--- src/rtl/lsi_pkg.sv ---
// Shared types and constants for the search-and-insert stack.
`default_nettype none
package lsi_pkg;

  localparam int STACK_DEPTH_DEF = 16;
  localparam int DATA_W          = 32;
  localparam int OP_W            = 3;
  localparam int POS_W           = 6;
  localparam int STATUS_W        = 3;
  // Count width for the largest supported depth of 64 entries.
  localparam int CNT_MAX_W       = 7;

  typedef enum logic [OP_W-1:0] {
    OP_PUSH    = 3'd0,
    OP_POP     = 3'd1,
    OP_DISPLAY = 3'd2,
    OP_SEARCH  = 3'd3,
    OP_INSERT  = 3'd4
  } op_t;

  typedef enum logic [STATUS_W-1:0] {
    ST_OK       = 3'd0,
    ST_EMPTY    = 3'd1,
    ST_FULL     = 3'd2,
    ST_RANGE    = 3'd3,
    ST_NOTFOUND = 3'd4
  } status_t;

  typedef enum logic [2:0] {
    CELL_HOLD,
    CELL_PUSH,
    CELL_POP,
    CELL_INSERT,
    CELL_ROTATE
  } cell_cmd_t;

  typedef enum logic {
    FSM_IDLE,
    FSM_SHOW
  } fsm_t;

  // Broadcast control seen by every cell of the chain.
  typedef struct packed {
    cell_cmd_t                 cmd;
    logic signed [DATA_W-1:0]  value;
    logic [POS_W-1:0]          pos;
    logic [CNT_MAX_W-1:0]      count;
    logic [CNT_MAX_W-1:0]      bottom;
  } cell_ctrl_t;

endpackage
`default_nettype wire

--- src/rtl/lsi_cell.sv ---
// One storage cell of the stack chain; cell INDEX holds the entry INDEX steps below the top.
`default_nettype none
module lsi_cell #(
  parameter int INDEX = 0
) (
  input  wire                                     clk,
  input  wire lsi_pkg::cell_ctrl_t                ctrl,
  input  wire logic signed [lsi_pkg::DATA_W-1:0]  above,
  input  wire logic signed [lsi_pkg::DATA_W-1:0]  below,
  input  wire logic signed [lsi_pkg::DATA_W-1:0]  top,
  output logic signed [lsi_pkg::DATA_W-1:0]       data,
  output logic                                    match
);
  import lsi_pkg::*;

  localparam logic [CNT_MAX_W-1:0] KIDX = CNT_MAX_W'(INDEX);

  logic signed [DATA_W-1:0] data_next;
  logic [CNT_MAX_W-1:0]     pos_ext;

  assign pos_ext = CNT_MAX_W'(ctrl.pos);

  always_comb begin
    data_next = data;
    case (ctrl.cmd)
      CELL_PUSH: begin
        data_next = (KIDX == '0) ? ctrl.value : above;
      end
      CELL_POP: begin
        data_next = below;
      end
      CELL_INSERT: begin
        if (KIDX == pos_ext) begin
          data_next = ctrl.value;
        end else if (KIDX > pos_ext) begin
          data_next = above;
        end
      end
      CELL_ROTATE: begin
        data_next = (KIDX == ctrl.bottom) ? top : below;
      end
      default: begin
        data_next = data;
      end
    endcase
  end

  always_ff @(posedge clk) begin
    data <= data_next;
  end

  // Only occupied cells may report a hit.
  assign match = (data == ctrl.value) && (KIDX < ctrl.count);

endmodule
`default_nettype wire

--- src/rtl/lifo_stack_with_search_insert.sv ---
// Top level of the bounded stack with search and positional insert.
// Push, pop, search and insert: the item is taken and its result is registered on the same
// edge, so it is offered in the next cycle, and items follow at one per cycle while the
// result side does not stall. A display holds the block until its last entry is streamed,
// one entry per result transfer, plus any stalls on the result side; no new item is taken.
// Reset clears the entry count, the control state and the result valid flag; cell
// contents are left as they are and are never read before being written.
`default_nettype none
module lifo_stack_with_search_insert #(
  parameter int STACK_DEPTH = lsi_pkg::STACK_DEPTH_DEF
) (
  input  wire                                       clk,
  input  wire                                       rst,
  input  wire                                       item_valid,
  output logic                                      item_stall,
  input  wire logic [lsi_pkg::OP_W-1:0]             op,
  input  wire logic signed [lsi_pkg::DATA_W-1:0]    value,
  input  wire logic [lsi_pkg::POS_W-1:0]            position,
  output logic                                      result_valid,
  input  wire                                       result_stall,
  output logic [lsi_pkg::STATUS_W-1:0]              status,
  output logic signed [lsi_pkg::DATA_W-1:0]         data,
  output logic [lsi_pkg::POS_W-1:0]                 steps,
  output logic                                      last
);
  import lsi_pkg::*;

  localparam int CNT_W = $clog2(STACK_DEPTH + 1);

  // Control state. The count is the number of occupied cells; during a display the
  // remaining counter tells how many entries are still to be streamed.
  fsm_t             state, state_next;
  logic [CNT_W-1:0] count, count_next;
  logic [CNT_W-1:0] remaining, remaining_next;

  // The chain of cells. Cell zero is always the top of the stack.
  cell_ctrl_t               ctrl;
  cell_cmd_t                cmd;
  logic signed [DATA_W-1:0] cell_data [STACK_DEPTH];
  logic [STACK_DEPTH-1:0]   match_vec;

  // Result register loading.
  logic                     out_free;
  logic                     load;
  status_t                  status_next;
  logic signed [DATA_W-1:0] data_next;
  logic [POS_W-1:0]         steps_next;
  logic                     last_next;

  // Search hit decode.
  logic                     hit;
  logic [POS_W-1:0]         hit_idx;

  logic                     is_empty, is_full, pos_bad;

  assign ctrl.cmd    = cmd;
  assign ctrl.value  = value;
  assign ctrl.pos    = position;
  assign ctrl.count  = CNT_MAX_W'(count);
  // Index of the bottom cell, used as the wrap point while a display rotates the chain.
  assign ctrl.bottom = CNT_MAX_W'(count) - CNT_MAX_W'(1);

  genvar g;
  generate
    for (g = 0; g < STACK_DEPTH; g++) begin : g_cell
      logic signed [DATA_W-1:0] above_d, below_d;
      if (g == 0) begin : g_first
        assign above_d = '0;
      end else begin : g_mid_a
        assign above_d = cell_data[g-1];
      end
      if (g == STACK_DEPTH - 1) begin : g_last
        assign below_d = '0;
      end else begin : g_mid_b
        assign below_d = cell_data[g+1];
      end
      lsi_cell #(
        .INDEX (g)
      ) u_cell (
        .clk   (clk),
        .ctrl  (ctrl),
        .above (above_d),
        .below (below_d),
        .top   (cell_data[0]),
        .data  (cell_data[g]),
        .match (match_vec[g])
      );
    end
  endgenerate

  // The first match closest to the top wins, so scan from the bottom up and let
  // smaller indexes override.
  always_comb begin
    hit     = |match_vec;
    hit_idx = '0;
    for (int k = STACK_DEPTH - 1; k >= 0; k--) begin
      if (match_vec[k]) begin
        hit_idx = POS_W'(k);
      end
    end
  end

  assign is_empty = (count == '0);
  assign is_full  = (count == CNT_W'(STACK_DEPTH));
  assign pos_bad  = (CNT_MAX_W'(position) >= CNT_MAX_W'(count));

  // The result register can take a new transfer when it is empty or being drained.
  assign out_free = !result_valid || !result_stall;

  always_comb begin
    state_next     = state;
    count_next     = count;
    remaining_next = remaining;
    cmd            = CELL_HOLD;
    load           = 1'b0;
    status_next    = ST_OK;
    data_next      = '0;
    steps_next     = '0;
    last_next      = 1'b1;
    item_stall     = 1'b1;
    case (state)
      FSM_IDLE: begin
        item_stall = !out_free;
        if (item_valid && out_free) begin
          case (op)
            OP_PUSH: begin
              load = 1'b1;
              if (is_full) begin
                status_next = ST_FULL;
              end else begin
                cmd        = CELL_PUSH;
                count_next = count + CNT_W'(1);
              end
            end
            OP_POP: begin
              load = 1'b1;
              if (is_empty) begin
                status_next = ST_EMPTY;
              end else begin
                cmd        = CELL_POP;
                count_next = count - CNT_W'(1);
              end
            end
            OP_DISPLAY: begin
              if (is_empty) begin
                load        = 1'b1;
                status_next = ST_EMPTY;
              end else begin
                state_next     = FSM_SHOW;
                remaining_next = count;
              end
            end
            OP_SEARCH: begin
              load = 1'b1;
              if (is_empty) begin
                status_next = ST_EMPTY;
              end else if (hit) begin
                steps_next = hit_idx;
              end else begin
                status_next = ST_NOTFOUND;
              end
            end
            OP_INSERT: begin
              load = 1'b1;
              if (pos_bad) begin
                status_next = ST_RANGE;
              end else if (is_full) begin
                status_next = ST_FULL;
              end else begin
                cmd        = CELL_INSERT;
                count_next = count + CNT_W'(1);
              end
            end
            default: begin
              // Unused operation codes are consumed without a result.
              load = 1'b0;
            end
          endcase
        end
      end
      FSM_SHOW: begin
        // Stream the top cell, then rotate so the next entry moves up to the top.
        // After count rotations the chain is back in its original order.
        if (out_free) begin
          load           = 1'b1;
          data_next      = cell_data[0];
          last_next      = (remaining == CNT_W'(1));
          cmd            = CELL_ROTATE;
          remaining_next = remaining - CNT_W'(1);
          if (last_next) begin
            state_next = FSM_IDLE;
          end
        end
      end
      default: begin
        state_next = FSM_IDLE;
      end
    endcase
  end

  always_ff @(posedge clk) begin
    if (rst) begin
      state        <= FSM_IDLE;
      count        <= '0;
      remaining    <= '0;
      result_valid <= 1'b0;
    end else begin
      state     <= state_next;
      count     <= count_next;
      remaining <= remaining_next;
      if (load) begin
        result_valid <= 1'b1;
      end else if (!result_stall) begin
        result_valid <= 1'b0;
      end
    end
  end

  always_ff @(posedge clk) begin
    if (load) begin
      status <= status_next;
      data   <= data_next;
      steps  <= steps_next;
      last   <= last_next;
    end
  end

endmodule
`default_nettype wire
--- config.mk ---
export PLATFORM = sky130hd
export DESIGN_NAME = lifo_stack_with_search_insert
export DESIGN_NICKNAME = d
export VERILOG_FILES = /design/src/rtl/lsi_pkg.sv /design/src/rtl/lsi_cell.sv /design/src/rtl/lifo_stack_with_search_insert.sv
export SDC_FILE = /design/constraint.sdc
export NUM_CORES = 2
export LEC_CHECK = 0
export BUFFER_PORTS_ARGS = -buffer_cell sky130_fd_sc_hd__buf_2
export CELL_PAD_IN_SITES_DETAIL_PLACEMENT = 1
export CELL_PAD_IN_SITES_GLOBAL_PLACEMENT = 1
export CORE_AREA = 2 2 270 272
export DETAILED_ROUTE_END_ITERATION = 10
export DIE_AREA = 0 0 272 274
export PLACE_DENSITY = 0.79
export RECOVER_POWER = 100
export SLEW_MARGIN = 5
export SYNTH_ARGS = -nofsm -noshare
export SYNTH_HDL_FRONTEND = slang
export SYNTH_SLANG_ARGS = --single-unit
--- constraint.sdc ---
create_clock -name clk -period 10.3 [get_ports clk]
set_input_delay 0 -clock clk [delete_from_list [all_inputs] [get_ports clk]]
set_output_delay 0 -clock clk [all_outputs]
set_load 0.01 [all_outputs]
==> metrics.csv <==
metric;value;unit
synth_area_leaders;edfxtp_1 47%, a22oi_1 16%, xnor2_1 6.4%;
path_buf_inv;4;
grt_max_degree;81;
cp.arrival;7.99;ns
irDropWorstVdd;0.105;mV
fp.dieH;274;µm
hold_buffers;7;
htreeDepth;3;
hp-class;primary input to register;
placed_cell_area;36700;µm²
worstPathCellList;inv_1 > ha_1 > and2b_1 > nand3_1 > nand4_1 > a211oi_4 > clkbuf_1 > nand2_1 > nor2_2 > buf_4 > o22ai_1 > clkbuf_1 > a221o_1;
postSynthAreaPerCell;10.3;µm²
cts_tree;done;
nFillCells;7666;
drc;1;
io_pins;89;
final_area;38800;µm²
timing.max_cap.violations;14;
drive_gt1_share;9.20;%
period_share;74.1;%
gr-total-overflow;0;
crit_top_cell;clkbuf_1;
drtIter0Drc;5575;
start_kind;register;
yosysTopAreaCellShare;46.6;%
grt_antenna_before_repair;2;
tightestPinTransition;3.34;ns
grt_pass1_vias;33292;
rows;99;
synth.most_common_cell;a22oi_1;
area_delta_synth_final;9.18;%
cts_resized;0;
insertion_delay;0.63;ns
regArea;16800;µm²
status;finished, violations left;
path_clk_slew;0.06;ns
place_ws;5.19;ns
slew_headroom;-122;%
finalWeightedCongestion;1.01;
critPathKind;register to register;
cts-root-buf;clkbuf_16;
cpLargestDelayFamily;buffers and inverters;
skew;0.0225;ns
ys_ff_latch;564;
slowest_delay;2.36;ns
die_area;74500;µm²
hpwl;106000;µm
cellPowerDensity;154;nW/µm²
dieWidth;272;µm
syn_area;35500;µm²
setup_viol;0;
vias_per_cell;7.61;
dr.pass1.iters;11;
tns;0;ns
r2r_slack;2.67;ns
synth_flop_cell;edfxtp_1;
crit_required;10.67;ns
via_count;33075;
portBuffers;86;
hold_viol_final;0;
postRouteAntennaNets;0;
synth_enable_flop_cells;552;
power.leakage;13.9;nW
multi_input_area;17300;µm²
yosysTopAreaCell;edfxtp_1;
yosys_warnings;0;
syn-instance-count;3466;
finalCriticalPeriod;7.63;ns
slowest_stage;clkbuf_1;
cts-buffers-inserted;66;
cts_sinks;564;
grt_pass1_wl;235000;µm
grt_usage;43.2;%
setup_ws;2.67;ns
core_area;72000;µm²
nets;3394;
initial_core_util;49.4;%
yosysUniqueCellTypes;63;
synth_common_cells;770 x a22oi_1, 552 x edfxtp_1, 475 x nand2_1;
wl_per_cell;38.0;µm
timing.fmax;0.131;GHz
postCtsSetupBuffers;0;
synthArstFlopShare;0;%
crit_path_max_fanout;37;
endpoint_kind;register;
power;5.98;mW
clockBufferDepth;3;
rsz0062_at_grt;no;
yosysSeqAreaShare;47.3;%
failed_checks;DRC, capacitance limit, slew limit;
slew_violations;465;
drt_wl_total;165000;µm
## layer usage
metal	vias up	track usage, %	wire length (µm)
met4	0	33.9	15700
met2	3033	65.4	71400
li1	12916	-	-
met5	-	0	0
met1	16232	52.8	56100
met3	894	11.1	21800
## final timing paths
check | end | from | depth (start not counted)
max | g_cell[1].u_cell.data[20]$_DFFE_PP_ | count[0]$_SDFFE_PP0P_ | 13
min | status[0]$_SDFFCE_PP0P_ | op[2] | 4
max reg2reg | g_cell[1].u_cell.data[20]$_DFFE_PP_ | count[0]$_SDFFE_PP0P_ | 13
min reg2reg | remaining[1]$_SDFFE_PP0P_ | remaining[1]$_SDFFE_PP0P_ | 2
## flip-flops by register name, summed over array words and instances (netlist names), 3 cells and up
| signal | count |
|---|---|
| g_cell.u_cell.data | 512 |
| data | 32 |
| count | 5 |
| remaining | 5 |
| steps | 4 |
| status | 3 |
## kinds of logic after synthesis
family / synth area share, %
compound gates: 21.9
xor+xnor: 12.7
fa+ha+maj: 0.493
buf+inv: 4.99
flops: 47.3
mux: 0.620
other cells: 0.0105
simple gates: 12.0
## placed cells by master (no fill, tap or decap), drive strengths merged, types with 6 or more instances in the layout
cell,count
o21ai,41
buf,144
nand2,477
dlygate4sd3,7
a31oi,13
or3,6
xnor2,259
nand4,72
a222oi,22
nand3,27
a221o,64
nor3,23
a22o,32
or2,7
ha,14
inv,16
mux2i,22
a22oi,770
a21oi,43
nor2,83
nand2b,10
nor2b,39
bufinv,6
clkinv,25
xor2,256
edfxtp,552
nor4,71
a211oi,17
clkbuf,137
nor3b,35
dfxtp,12
and3,39
## per-stage QoR
step	util, %	hold slack (ns)	std cells
floorplan	-	0.0728	3467
global placement	51.0	0.306	4217
detailed placement	51.0	0.298	4219
CTS	54.1	0.0388	4341
global route	53.9	0.0576	4341
finish	53.9	0.0554	4345
## power by group
part | switching, mW | internal [mW]
registers | 0.138 | 2.66
logic | 0.523 | 0.230
clock network | 1.03 | 1.40
## layout make-up
cell class | count | share of cell area [%]
Multi-Input combinational cell | 2481 | 44.7
Sequential cell | 564 | 43.3
Clock buffer | 81 | 4.68
Timing Repair Buffer | 207 | 3.21
Tap cell | 959 | 3.09
Clock inverter | 34 | 0.822
Inverter | 15 | 0.145
Antenna cell | 4 | 0.0258
## worst register-to-register path: stages (launching register included)
cell and delay (ns):
dfxtp_1 0.64, inv_1 0.23, ha_1 0.37, and2b_1 0.27, nand3_1 0.18, nand4_1 0.17
a211oi_4 0.26, clkbuf_1 2.36, nand2_1 0.69, nor2_2 0.27, buf_4 0.43, o22ai_1 0.15
clkbuf_1 0.77, a221o_1 0.58
(Power assumes the default switching activity.)
